<file path="src/hw/rtl/fprd_pkg.sv">
// Shared types, constants and the pseudo-random byte table of the frame polarity resolver.
// Used by every RTL module of the block but fprd_checker; depends on nothing else.

package fprd_pkg;

	localparam int FRAME_BYTES_DEF = 1024;
	localparam int SYNC_BYTES      = 4;
	localparam int SEQ_PERIOD      = 255;

	localparam logic [31:0] SYNC_PATTERN_RST = 32'h1DFC_CF1A;

	// APB register map, word index taken from paddr[2].
	localparam int APB_ADDR_W = 3;
	localparam int APB_DATA_W = 32;
	localparam logic REG_SYNC_PATTERN = 1'b0;

	// Output queue geometry.
	localparam int OQ_DEPTH = 4;
	localparam int OQ_PTR_W = $clog2(OQ_DEPTH);
	localparam int OQ_CNT_W = $clog2(OQ_DEPTH + 1);

	// One queue entry: either a four-byte sync burst or a single data byte.
	typedef struct packed {
		logic [31:0] word;
		logic        burst;
		logic [9:0]  idx;
		logic        inv;
		logic        last;
	} oq_entry_t;

	typedef struct packed {
		logic      push;
		oq_entry_t entry;
	} oq_push_t;

	localparam logic [7:0] PRN_SEQ [SEQ_PERIOD] = '{
		8'hFF, 8'h48, 8'h0E, 8'hC0, 8'h9A, 8'h0D, 8'h70, 8'hBC,
		8'h8E, 8'h2C, 8'h93, 8'hAD, 8'hA7, 8'hB7, 8'h46, 8'hCE,
		8'h5A, 8'h97, 8'h7D, 8'hCC, 8'h32, 8'hA2, 8'hBF, 8'h3E,
		8'h0A, 8'h10, 8'hF1, 8'h88, 8'h94, 8'hCD, 8'hEA, 8'hB1,
		8'hFE, 8'h90, 8'h1D, 8'h81, 8'h34, 8'h1A, 8'hE1, 8'h79,
		8'h1C, 8'h59, 8'h27, 8'h5B, 8'h4F, 8'h6E, 8'h8D, 8'h9C,
		8'hB5, 8'h2E, 8'hFB, 8'h98, 8'h65, 8'h45, 8'h7E, 8'h7C,
		8'h14, 8'h21, 8'hE3, 8'h11, 8'h29, 8'h9B, 8'hD5, 8'h63,
		8'hFD, 8'h20, 8'h3B, 8'h02, 8'h68, 8'h35, 8'hC2, 8'hF2,
		8'h38, 8'hB2, 8'h4E, 8'hB6, 8'h9E, 8'hDD, 8'h1B, 8'h39,
		8'h6A, 8'h5D, 8'hF7, 8'h30, 8'hCA, 8'h8A, 8'hFC, 8'hF8,
		8'h28, 8'h43, 8'hC6, 8'h22, 8'h53, 8'h37, 8'hAA, 8'hC7,
		8'hFA, 8'h40, 8'h76, 8'h04, 8'hD0, 8'h6B, 8'h85, 8'hE4,
		8'h71, 8'h64, 8'h9D, 8'h6D, 8'h3D, 8'hBA, 8'h36, 8'h72,
		8'hD4, 8'hBB, 8'hEE, 8'h61, 8'h95, 8'h15, 8'hF9, 8'hF0,
		8'h50, 8'h87, 8'h8C, 8'h44, 8'hA6, 8'h6F, 8'h55, 8'h8F,
		8'hF4, 8'h80, 8'hEC, 8'h09, 8'hA0, 8'hD7, 8'h0B, 8'hC8,
		8'hE2, 8'hC9, 8'h3A, 8'hDA, 8'h7B, 8'h74, 8'h6C, 8'hE5,
		8'hA9, 8'h77, 8'hDC, 8'hC3, 8'h2A, 8'h2B, 8'hF3, 8'hE0,
		8'hA1, 8'h0F, 8'h18, 8'h89, 8'h4C, 8'hDE, 8'hAB, 8'h1F,
		8'hE9, 8'h01, 8'hD8, 8'h13, 8'h41, 8'hAE, 8'h17, 8'h91,
		8'hC5, 8'h92, 8'h75, 8'hB4, 8'hF6, 8'hE8, 8'hD9, 8'hCB,
		8'h52, 8'hEF, 8'hB9, 8'h86, 8'h54, 8'h57, 8'hE7, 8'hC1,
		8'h42, 8'h1E, 8'h31, 8'h12, 8'h99, 8'hBD, 8'h56, 8'h3F,
		8'hD2, 8'h03, 8'hB0, 8'h26, 8'h83, 8'h5C, 8'h2F, 8'h23,
		8'h8B, 8'h24, 8'hEB, 8'h69, 8'hED, 8'hD1, 8'hB3, 8'h96,
		8'hA5, 8'hDF, 8'h73, 8'h0C, 8'hA8, 8'hAF, 8'hCF, 8'h82,
		8'h84, 8'h3C, 8'h62, 8'h25, 8'h33, 8'h7A, 8'hAC, 8'h7F,
		8'hA4, 8'h07, 8'h60, 8'h4D, 8'h06, 8'hB8, 8'h5E, 8'h47,
		8'h16, 8'h49, 8'hD6, 8'hD3, 8'hDB, 8'hA3, 8'h67, 8'h2D,
		8'h4B, 8'hBE, 8'hE6, 8'h19, 8'h51, 8'h5F, 8'h9F, 8'h05,
		8'h08, 8'h78, 8'hC4, 8'h4A, 8'h66, 8'hF5, 8'h58
	};

endpackage

</file>
<file path="src/hw/rtl/fprd_regs.sv">
// APB configuration register holding the expected sync pattern.
// Depends on fprd_pkg for the register map and reset value.

module fprd_regs (
	input  logic                           clk,
	input  logic                           arst_n,
	input  logic                           psel,
	input  logic                           penable,
	input  logic                           pwrite,
	input  logic [fprd_pkg::APB_ADDR_W-1:0] paddr,
	input  logic [fprd_pkg::APB_DATA_W-1:0] pwdata,
	output logic [fprd_pkg::APB_DATA_W-1:0] prdata,
	output logic                           pready,
	output logic [31:0]                    sync_pattern
);

	logic [31:0] sync_pattern_q;
	logic        sel_sync;

	assign sel_sync = (paddr[2] == fprd_pkg::REG_SYNC_PATTERN);
	assign pready   = 1'b1;

	always_ff @(posedge clk or negedge arst_n) begin
		if (!arst_n) begin
			sync_pattern_q <= fprd_pkg::SYNC_PATTERN_RST;
		end else if (psel && penable && pwrite && sel_sync) begin
			sync_pattern_q <= pwdata;
		end
	end

	assign prdata       = sel_sync ? sync_pattern_q : '0;
	assign sync_pattern = sync_pattern_q;

endmodule

</file>
<file path="src/hw/rtl/fprd_proc.sv">
// Input register and per-byte frame logic: sync collection, polarity decision and derandomizing.
// Depends on fprd_pkg for the queue entry type and the pseudo-random table.

module fprd_proc #(
	parameter int FRAME_BYTES = fprd_pkg::FRAME_BYTES_DEF
) (
	input  logic                          clk,
	input  logic                          arst_n,
	input  logic                          in_valid,
	output logic                          in_ready,
	input  logic [7:0]                    data_byte,
	input  logic                          frame_start,
	input  logic [31:0]                   sync_pattern,
	input  logic [fprd_pkg::OQ_CNT_W-1:0] oq_count,
	output fprd_pkg::oq_push_t            oq_push
);

	localparam int POS_W = $clog2(FRAME_BYTES);
	localparam logic [POS_W-1:0] POS_LAST = POS_W'(FRAME_BYTES - 1);
	localparam logic [POS_W-1:0] POS_SYNC_LAST = POS_W'(fprd_pkg::SYNC_BYTES - 1);
	localparam logic [7:0] SEQ_LAST = 8'(fprd_pkg::SEQ_PERIOD - 1);

	logic             valid_s1;
	logic [7:0]       byte_s1;
	logic             start_s1;

	logic [POS_W-1:0] pos_q;
	logic [31:0]      hold_q;
	logic             inv_q;
	logic [7:0]       seq_q;

	logic [POS_W-1:0] pos_cur;
	logic             first;
	logic [31:0]      hold_base;
	logic             inv_base;
	logic [7:0]       seq_base;
	logic             is_sync;
	logic             sync_done;
	logic [31:0]      hold_new;
	logic [5:0]       sync_dist;
	logic             inv_det;
	logic [31:0]      sync_word;
	logic [7:0]       data_out;
	logic             last;

	// Room is checked against what the byte now in the input register will still push.
	assign in_ready = ({1'b0, oq_count} + (fprd_pkg::OQ_CNT_W + 1)'(oq_push.push))
		< (fprd_pkg::OQ_CNT_W + 1)'(fprd_pkg::OQ_DEPTH);

	always_ff @(posedge clk or negedge arst_n) begin
		if (!arst_n) begin
			valid_s1 <= 1'b0;
		end else begin
			valid_s1 <= in_valid && in_ready;
		end
	end

	always_ff @(posedge clk) begin
		if (in_valid && in_ready) begin
			byte_s1  <= data_byte;
			start_s1 <= frame_start;
		end
	end

	always_comb begin
		pos_cur   = start_s1 ? '0 : pos_q;
		first     = (pos_cur == '0);
		hold_base = first ? '0 : hold_q;
		inv_base  = first ? 1'b0 : inv_q;
		seq_base  = first ? '0 : seq_q;
		is_sync   = (pos_cur <= POS_SYNC_LAST);
		sync_done = (pos_cur == POS_SYNC_LAST);
		for (int k = 0; k < fprd_pkg::SYNC_BYTES; k++) begin
			hold_new[8*k +: 8] = (pos_cur == POS_W'(k)) ? byte_s1 : hold_base[8*k +: 8];
		end
		// The distance to the complement is 32 minus the distance to the pattern,
		// so the complement is strictly closer exactly when more than half the bits differ.
		sync_dist = 6'($countones(hold_new ^ sync_pattern));
		inv_det   = (sync_dist > 6'd16);
		sync_word = inv_det ? ~hold_new : hold_new;
		data_out  = byte_s1 ^ {8{inv_base}} ^ fprd_pkg::PRN_SEQ[seq_base];
		last      = (pos_cur == POS_LAST);

		oq_push.push        = valid_s1 && (!is_sync || sync_done);
		oq_push.entry.word  = is_sync ? sync_word : {24'd0, data_out};
		oq_push.entry.burst = is_sync;
		oq_push.entry.idx   = 10'(pos_cur);
		oq_push.entry.inv   = is_sync ? inv_det : inv_base;
		oq_push.entry.last  = !is_sync && last;
	end

	always_ff @(posedge clk or negedge arst_n) begin
		if (!arst_n) begin
			pos_q  <= '0;
			hold_q <= '0;
			inv_q  <= 1'b0;
			seq_q  <= '0;
		end else if (valid_s1) begin
			pos_q <= last ? '0 : POS_W'(pos_cur + 1'b1);
			if (is_sync) begin
				hold_q <= sync_done ? sync_word : hold_new;
				inv_q  <= sync_done ? inv_det : inv_base;
				seq_q  <= seq_base;
			end else begin
				hold_q <= hold_base;
				inv_q  <= inv_base;
				seq_q  <= (seq_base == SEQ_LAST) ? '0 : 8'(seq_base + 1'b1);
			end
		end
	end

endmodule

</file>
<file path="src/hw/rtl/fprd_outq.sv">
// Result queue: holds single data bytes and four-byte sync bursts and unpacks them onto the output.
// Depends on fprd_pkg for the entry type and queue geometry.

module fprd_outq (
	input  logic                          clk,
	input  logic                          arst_n,
	input  fprd_pkg::oq_push_t            oq_push,
	output logic [fprd_pkg::OQ_CNT_W-1:0] oq_count,
	output logic                          out_valid,
	input  logic                          out_ready,
	output logic [7:0]                    out_byte,
	output logic [9:0]                    byte_index,
	output logic                          polarity_inverted,
	output logic                          last_of_frame
);

	fprd_pkg::oq_entry_t              entry_q [fprd_pkg::OQ_DEPTH];
	logic [fprd_pkg::OQ_PTR_W-1:0]    wr_ptr_q;
	logic [fprd_pkg::OQ_PTR_W-1:0]    rd_ptr_q;
	logic [fprd_pkg::OQ_CNT_W-1:0]    count_q;
	logic [1:0]                       lane_q;
	fprd_pkg::oq_entry_t              head;
	logic                             xfer;
	logic                             pop;

	assign head      = entry_q[rd_ptr_q];
	assign out_valid = (count_q != '0);
	assign xfer      = out_valid && out_ready;
	// A burst entry leaves only after its fourth byte has been transferred.
	assign pop       = xfer && (!head.burst || lane_q == 2'd3);

	assign out_byte          = head.burst ? head.word[8*lane_q +: 8] : head.word[7:0];
	assign byte_index        = head.burst ? 10'(lane_q) : head.idx;
	assign polarity_inverted = head.inv;
	assign last_of_frame     = head.last;
	assign oq_count          = count_q;

	always_ff @(posedge clk) begin
		if (oq_push.push) begin
			entry_q[wr_ptr_q] <= oq_push.entry;
		end
	end

	always_ff @(posedge clk or negedge arst_n) begin
		if (!arst_n) begin
			wr_ptr_q <= '0;
			rd_ptr_q <= '0;
			count_q  <= '0;
			lane_q   <= '0;
		end else begin
			if (oq_push.push) begin
				wr_ptr_q <= wr_ptr_q + 1'b1;
			end
			if (pop) begin
				rd_ptr_q <= rd_ptr_q + 1'b1;
				lane_q   <= '0;
			end else if (xfer) begin
				lane_q <= lane_q + 1'b1;
			end
			count_q <= count_q + fprd_pkg::OQ_CNT_W'(oq_push.push)
				- fprd_pkg::OQ_CNT_W'(pop);
		end
	end

endmodule

</file>
<file path="src/hw/rtl/frame_polarity_resolve_derandomizer.sv">
// Top level of the frame polarity resolver and derandomizer.
// Instantiates fprd_regs, fprd_proc and fprd_outq; depends on fprd_pkg.
//
//   channel  | handshake              | payload
//   ---------+------------------------+---------------------------------------------------
//   input    | in_valid / in_ready    | data_byte, frame_start
//   output   | out_valid / out_ready  | out_byte, byte_index, polarity_inverted,
//            |                        | last_of_frame
//   config   | APB psel/penable/pready| paddr, pwdata, prdata (sync_pattern at 0x0)
//
// A byte can be transferred in every cycle while in_ready is high. It is held in the input
// register, where the frame logic runs, and its result then enters a four-entry queue, from
// which it can leave. The fourth sync byte yields one burst entry of four results, sent one per
// cycle while out_ready is high, as the first data bytes of the frame queue behind it; with
// out_ready high this can stall the input. in_ready drops when the queue, counting the entry
// still due from the input register, would be full. Reset clears the frame state and the queue.

module frame_polarity_resolve_derandomizer #(
	parameter int FRAME_BYTES = fprd_pkg::FRAME_BYTES_DEF
) (
	input  logic                            clk,
	input  logic                            arst_n,
	input  logic                            in_valid,
	output logic                            in_ready,
	input  logic [7:0]                      data_byte,
	input  logic                            frame_start,
	output logic                            out_valid,
	input  logic                            out_ready,
	output logic [7:0]                      out_byte,
	output logic [9:0]                      byte_index,
	output logic                            polarity_inverted,
	output logic                            last_of_frame,
	input  logic                            psel,
	input  logic                            penable,
	input  logic                            pwrite,
	input  logic [fprd_pkg::APB_ADDR_W-1:0] paddr,
	input  logic [fprd_pkg::APB_DATA_W-1:0] pwdata,
	output logic [fprd_pkg::APB_DATA_W-1:0] prdata,
	output logic                            pready
);

	logic [31:0]                   sync_pattern;
	logic [fprd_pkg::OQ_CNT_W-1:0] oq_count;
	fprd_pkg::oq_push_t            oq_push;

	fprd_regs u_regs (
		.clk          (clk),
		.arst_n       (arst_n),
		.psel         (psel),
		.penable      (penable),
		.pwrite       (pwrite),
		.paddr        (paddr),
		.pwdata       (pwdata),
		.prdata       (prdata),
		.pready       (pready),
		.sync_pattern (sync_pattern)
	);

	fprd_proc #(
		.FRAME_BYTES (FRAME_BYTES)
	) u_proc (
		.clk          (clk),
		.arst_n       (arst_n),
		.in_valid     (in_valid),
		.in_ready     (in_ready),
		.data_byte    (data_byte),
		.frame_start  (frame_start),
		.sync_pattern (sync_pattern),
		.oq_count     (oq_count),
		.oq_push      (oq_push)
	);

	fprd_outq u_outq (
		.clk               (clk),
		.arst_n            (arst_n),
		.oq_push           (oq_push),
		.oq_count          (oq_count),
		.out_valid         (out_valid),
		.out_ready         (out_ready),
		.out_byte          (out_byte),
		.byte_index        (byte_index),
		.polarity_inverted (polarity_inverted),
		.last_of_frame     (last_of_frame)
	);

endmodule

</file>
<file path="config.mk">
export PLATFORM = sky130hd
export DESIGN_NAME = frame_polarity_resolve_derandomizer
export DESIGN_NICKNAME = d
export VERILOG_FILES = /design/src/hw/rtl/fprd_pkg.sv /design/src/hw/rtl/fprd_regs.sv /design/src/hw/rtl/fprd_proc.sv /design/src/hw/rtl/fprd_outq.sv /design/src/hw/rtl/frame_polarity_resolve_derandomizer.sv
export SDC_FILE = /design/constraint.sdc
export NUM_CORES = 1
export LEC_CHECK = 0
export BUFFER_PORTS_ARGS = -buffer_cell sky130_fd_sc_hd__buf_2
export CAP_MARGIN = 15
export CORE_MARGIN = 3
export CORE_UTILIZATION = 40
export DETAILED_ROUTE_END_ITERATION = 8
export SETUP_SLACK_MARGIN = 0.15
export SKIP_LAST_GASP = 1
export SYNTH_ARGS = -nofsm -noshare
export SYNTH_HDL_FRONTEND = slang
export SYNTH_SLANG_ARGS = --single-unit
</file>
<file path="constraint.sdc">
create_clock -name clk -period 8 [get_ports clk]
set_clock_uncertainty 0.05 [all_clocks]
set_input_delay 0.8 -clock clk [delete_from_list [all_inputs] [get_ports clk]]
set_output_delay 0.8 -clock clk [all_outputs]
set_load 0.02 [all_outputs]
</file>
=== Word-level counts from Yosys, hierarchy flattened ===
Memory sizes are Yosys's and may differ from the RTL's.
Index checks and enable logic that the tools add are counted.

* ROM bits: 2048
* Bits in registers: 102
* Bits of input ports: 51
* Word-level logic and storage cells: 112
* Memories: 2
* Memory bits (writable): 180
* Bits in latches: 0
* Output and inout port bits: 55

* Reduce and logical (&&, ||, !) cells: 15
* Eq/ne operators: 6
* Bitwise logic cells: 6
* Add/subtract/negate cells: 39
* Div/mod/pow operators: 0
* Multiplexer cells: 27
* Shift-type cells: 1
* Order comparisons: 4
* Multipliers: 0

{| class="wikitable"
|+ Memory list
! memory !! words !! width !! rd ports !! clocked after memory_dff !! write ports !! RTL line !! text
|-
| (name not given) || 256 || 8 || 1 || 0 || 0 || fprd_proc.sv:81 || <nowiki>data_out = byte_s1 ^ {8{inv_base}} ^ fprd_pkg::PRN_SEQ[seq_base];</nowiki>
|-
| u_outq.entry_q || 4 || 45 || 1 || 0 || 1 || fprd_outq.sv:17 || <nowiki>fprd_pkg::oq_entry_t entry_q [fprd_pkg::OQ_DEPTH];</nowiki>
|}

{| class="wikitable"
|+ Operators by type and width
! operator !! count
|-
| two-way mux 32 bit || 6
|-
| adder 6 bit || 15
|-
| two-way mux 8 bit || 10
|-
| adder 1 x 1 -> 2 bit || 16
|-
| inverter 32 bit || 1
|-
| variable part select 32 x 6 -> 8 bit || 1
|-
| XOR 32 bit || 1
|-
| two-way mux 10 bit || 3
|-
| == test 10 x 2 -> 1 bit, second input constant || 2
|-
| XOR 8 bit || 2
|-
| adder 10 x 1 -> 10 bit, second input constant || 1
|-
| == test 10 x 1 -> 1 bit, second input constant || 1
|-
| == test 10 bit, second input constant || 1
|-
| less-or-equal comparator 10 x 2 -> 1 bit, second input constant || 1
|-
| logical NOT 10 bit || 1
|-
| >= comparator 9 bit, second input constant || 1
|-
| inverter 8 -> 9 bit || 1
|-
| adder 8 x 1 -> 8 bit, second input constant || 1
|-
| == test 8 bit, second input constant || 1
|-
| logical AND 1 bit || 8
|-
| adder 2 x 1 -> 2 bit, second input constant || 3
|-
| greater-than comparator 6 x 5 -> 1 bit, second input constant || 1
|-
| two-way mux 1 bit || 6
|-
| adder 3 x 1 -> 4 bit || 1
|-
| other kinds (10) || 13
|}

=== Longest topological paths before layout ===
* Word-level depth: 14
* Mapped depth: 31
* Gate-level depth less buffers: 27

=== By module ===
A second synthesis with hierarchy kept.

* Cell total of the unflattened synthesis: 1340
* Area, all modules: 15887.7 um^2

{| class="wikitable"
|+ By module, submodules not included
! module !! instances !! cells each !! area an instance (um^2)
|-
| fprd_outq || 1 || 363 || 7425.9
|-
| fprd_proc || 1 || 872 || 6884.1
|-
| fprd_regs || 1 || 105 || 1577.8
|}

=== Least setup slack after synthesis ===
Ideal clock, no wire load.

* Kind: register -> register
* From: register u_proc.pos_q[6]
* To: register u_proc.hold_q[20]
* Arrival: 7542 ps
* Setup time: 137 ps
* Slack: 271 ps
* Path buffers: 5
* Stages on the path, launching flop included: 30
* Cell sequence: dfrtp_1 or4_4 buf_6 o31ai_4 buf_4 buf_2 nand2_1 a21boi_1 xnor2_1 ha_1 inv_1 fa_1 fa_1 inv_1 fa_1 fa_1 fa_1 ha_1 inv_1 fa_1 or4b_1 o32ai_1 a22oi_1 a21oi_1 nand2b_1 buf_2 clkbuf_1 nand2_1 o22ai_1 a21oi_1

* Cells in the longest elaborated chain, start to end: 14
* Elaborated cells between the ends (all ways): 48

{| class="wikitable"
|+ RTL lines
! element !! RTL line !! text
|-
| from (decl) || fprd_proc.sv:27 || <nowiki>logic [POS_W-1:0] pos_q;</nowiki>
|-
| from (signal assigned) || fprd_proc.sv:99 || <nowiki>pos_q <= last ? '0 : POS_W'(pos_cur + 1'b1);</nowiki>
|-
| two-way mux 10 bit (*) || fprd_proc.sv:66 || <nowiki>pos_cur = start_s1 ? '0 : pos_q;</nowiki>
|-
| logical NOT 10 bit || fprd_proc.sv:67, fprd_proc.sv:74 ||
|-
| two-way mux 32 bit || fprd_proc.sv:68 || <nowiki>hold_base = first ? '0 : hold_q;</nowiki>
|-
| two-way mux 8 bit || fprd_proc.sv:74 || <nowiki>hold_new[8*k +: 8] = (pos_cur == POS_W'(k)) ? byte_s1 : hold_base[8*k +: 8];</nowiki>
|-
| XOR 32 bit || fprd_proc.sv:78 || <nowiki>sync_dist = 6'($countones(hold_new ^ sync_pattern));</nowiki>
|-
| adder 1 x 1 -> 2 bit (implied by the code) || fprd_proc.sv:78 ||
|-
| adder 6 bit (implied by the code) (4 in a row) || fprd_proc.sv:78 ||
|-
| greater-than comparator 6 x 5 -> 1 bit || fprd_proc.sv:79 || <nowiki>inv_det = (sync_dist > 6'd16);</nowiki>
|-
| two-way mux 32 bit || fprd_proc.sv:80 || <nowiki>sync_word = inv_det ? ~hold_new : hold_new;</nowiki>
|-
| two-way mux 32 bit || fprd_proc.sv:101 || <nowiki>hold_q <= sync_done ? sync_word : hold_new;</nowiki>
|-
| two-way mux 32 bit (*) || fprd_proc.sv:100 || <nowiki>if (is_sync) begin</nowiki>
|-
| to (signal assigned) || fprd_proc.sv:101 ||
|-
| to (signal assigned) || fprd_proc.sv:105 || <nowiki>hold_q <= hold_base;</nowiki>
|-
| to (decl) || fprd_proc.sv:28 || <nowiki>logic [31:0] hold_q;</nowiki>
|}

Every way passes the cells marked *; elsewhere a longest branch is shown, timed or not.
A chain may end at the register's enable or synchronous reset.

==> out/qor.yml <==
run_status:
  status: "finished, final reports clean"
floorplan:
  fp-row-count: 73
  die_h_um: 208.1
  dieArea_sq_mm: 0.04330
  die_x_um: 208.1
  coreArea_sq_mm: 0.04001
  start_util_pct: 40.84
  pin_count: 106
cts:
  clock_path_buffers: 3
  path_clk_slew_ns: 0.06
  cts_tree: "done"
  clock_latency_ns: 0.58
  cts_hold_buf: 0
  cts_root_buf: "clkbuf_16"
  clock-sinks: 282
  htree_levels: 1
  cts_made_buffers: 30
global_routing:
  grt_pass1_wl_mm: 66.60
  grt_pass1_vias: 11288
  antenna_found_initial: 1
  globalRouteOverflowTotal: 0
  grt.total_usage_pct: 19.21
  grt_max_degree: 56
sta:
  setup_viol: 0
  finalCriticalPeriod_ns: 7.555
  max_slew_margin_pct: 36.34
  finalHoldViolCount: 0
  maxSlewViolCount: 0
  worst_pin_slew_ns: 0.9490
  fmax_ghz: 0.1324
  min_period_over_period_pct: 94.43
  worst_slack_ns: 0.4452
  rsz0062_at_grt: "false"
  fin_tns_setup_ns: 0
synthesis:
  synth-async-reset-ratio_pct: 32.98
  yosysUniqueCellTypes: 90
  synth_cells: 1393
  postSynthAreaPerCell_sq_um: 11.73
  yosysWarnings: 0
  ys_seq_area_share_pct: 49.13
  ys.flop_type: "edfxtp_1"
  ys_ff_latch: 282
  synth_area_sq_mm: 0.01634
  synth-edff-count: 189
  syn-num-nets: 1517
worst_setup_path:
  critPathCaptureType: "flop"
  regToRegStartpoint: "u_proc.pos_q[9]"
  required_ns: 8.29
  ff2ff_setup_slack_ns: 0.45
  worst_r2r_endpoint: "u_outq.entry_q[0][24]"
  crit_fanout: 26
  ff2ff_path_depth: 25
  cp-start-kind: "flop"
  crit_type: "reg2reg"
  cp.arrival_ns: 7.84
finish:
  diodes: 0
  drive_above_1_share_pct: 24.48
  multi_input_area_sq_mm: 0.007740
  syn2layout_area_growth_pct: 14.15
  fillers: 3710
  seq_area_sq_mm: 0.008034
  nNetsFinal: 1604
routing:
  vias: 11420
  dr.pass1.iters: 7
  post_drt_wl_per_cell_um: 20.81
  viasPerCell: 5.631
  drt_iter0_drc: 1056
  drt-total-wl_mm: 42.21
  ant_nets: 0
  post-route-drc-count: 0
placement:
  pre_cts_slack_ns: 0.1142
  io_buffers: 102
  dp_hpwl_mm: 29.32
  gp_congestion: 0.9184
job:
  cap_violations: 0
min_path:
  hp-class: "in2async"
sequential cells by signal (all words and copies together), names as in the netlist, 3 cells and up:
register / flops
u_proc.seq_q: 8
u_proc.byte_s1: 8
u_proc.hold_q: 32
u_proc.pos_q: 10
u_regs.sync_pattern: 32
u_outq.entry_q: 180
u_outq.oq_count: 3
placed cells by master, fill, tap and decap left out, drive strengths merged, types with 13 or more instances in the layout:
cell type  synthesis  routed
a31oi             17      17
clkbuf            70      33
ha                46      46
and2              23      23
nor3              18      18
xor2              31      31
dfrtp             74      74
a22o              25      25
nand3             13      13
nand2b            14      14
a22oi             27      27
a21oi             57      57
a21boi            15      15
mux2              44      44
clkinv             2      20
edfxtp           189     189
mux4              44      44
o31ai             15      15
o21ai             83      83
dfstp             19      19
inv               71      71
nor2b             55      55
buf               30     155
nand2            101     101
nor2              73      73
fa                27      27
xnor2             65      65
synthesized netlist by cell type, types with 8 or more instances:
| library cell | instances | share of area (%) |
|---|---|---|
| a211oi_1 | 9 | 0.41 |
| a21boi_1 | 14 | 0.64 |
| a21oi_1 | 56 | 1.7 |
| a22o_1 | 25 | 1.3 |
| a22oi_1 | 26 | 1.2 |
| a311oi_1 | 9 | 0.48 |
| a31oi_1 | 17 | 0.65 |
| and2_1 | 22 | 0.84 |
| buf_1 | 11 | 0.25 |
| buf_2 | 14 | 0.43 |
| clkbuf_1 | 70 | 1.6 |
| dfrtp_1 | 74 | 11 |
| dfstp_2 | 19 | 3.1 |
| edfxtp_1 | 189 | 35 |
| fa_1 | 27 | 3.3 |
| ha_1 | 46 | 3.5 |
| inv_1 | 70 | 1.6 |
| mux2_2 | 44 | 3.0 |
| mux2i_1 | 11 | 0.67 |
| mux4_2 | 44 | 6.1 |
| nand2_1 | 101 | 2.3 |
| nand2b_1 | 14 | 0.54 |
| nand3_1 | 13 | 0.40 |
| nor2_1 | 72 | 1.7 |
| nor2b_1 | 55 | 2.1 |
| nor3_1 | 16 | 0.49 |
| nor3b_1 | 9 | 0.41 |
| o211ai_1 | 8 | 0.37 |
| o21ai_0 | 74 | 2.3 |
| o21ai_1 | 8 | 0.25 |
| o22ai_1 | 8 | 0.31 |
| o31ai_1 | 12 | 0.55 |
| xnor2_1 | 65 | 3.5 |
| xor2_1 | 31 | 1.7 |
stage by stage:
stage	hold slack [ns]	utilization, %	instance area, sq um	std cells
floorplan	0.3997	-	16340	1393
global placement	0.4125	43.82	17530	1970
detailed placement	0.4206	43.82	17530	1970
CTS	0.1810	46.30	18520	2025
global route	0.2137	46.62	18650	2028
finish	0.1812	46.62	18650	2028
layer usage:
metal	global-route usage, %	vias to the layer above	part of all wire, %
met1	28.74	5687	47
met2	29.89	389	45
li1	-	5284	-
met5	0	-	0
met4	3.953	0	2.0
met3	2.910	60	6.1
cells by family after synthesis:
family          share of synthesized area (%)
fa+ha+maj                               6.832
xor+xnor                                5.147
simple gates                            10.86
flops                                   49.13
other cells                           0.02295
compound gates                          13.97
mux                                     9.773
buf+inv                                 4.266
layout make-up:
type,instances,area share (%)
clock buffers,33,4.086
flip-flops and latches,282,43.08
well taps,525,3.522
multi-input cells,938,41.50
inverters,73,1.469
clock inverters,22,1.127
repair buffers,155,5.213
worst max-delay path by stage:
stage | from | to | slack [ns] | depth (start not counted)
after floorplan | u_proc.pos_q[6] | u_proc.hold_q[20] | 0.27 | 29
after global placement | u_proc.pos_q[6] | u_proc.hold_q[14] | 0.14 | 25
after detailed placement | u_proc.pos_q[6] | u_proc.hold_q[12] | 0.11 | 25
after CTS | u_proc.pos_q[6] | u_outq.entry_q[0][13] | 0.16 | 25
after global routing | u_proc.pos_q[9] | u_proc.hold_q[11] | 0.15 | 27
final | u_proc.pos_q[9] | u_outq.entry_q[0][24] | 0.45 | 25
worst max-delay path, stage by stage (launching register included):
cell and delay [ns]:
dfrtp_2 0.46, or4_4 0.59, o31ai_4 0.34, buf_6 0.20, nand2_1 0.07, a21boi_1 0.22, xnor2_1 0.17, ha_1 0.29
inv_1 0.05, fa_1 0.42, fa_1 0.51, inv_1 0.07, fa_1 0.53, fa_1 0.44, fa_1 0.56, ha_1 0.17
inv_1 0.05, fa_1 0.49, or4b_1 0.44, o32ai_1 0.13, a22oi_1 0.14, a21oi_4 0.16, buf_12 0.14, buf_12 0.20
xnor2_1 0.09, nor2_1 0.33
what timing repair did:
item                                   4_1_cts  5_1_grt
buffers inserted                             0        3
setup endpoints to repair                   29      158
resized for setup                            5       29
cloned                                       0        0
endpoints found under the hold margin        0        0
pin swaps                                    0        4
Power is left out: the tool's default activity adds up to more than one toggle a clock period on the data nets, which glitch-free logic cannot reach.
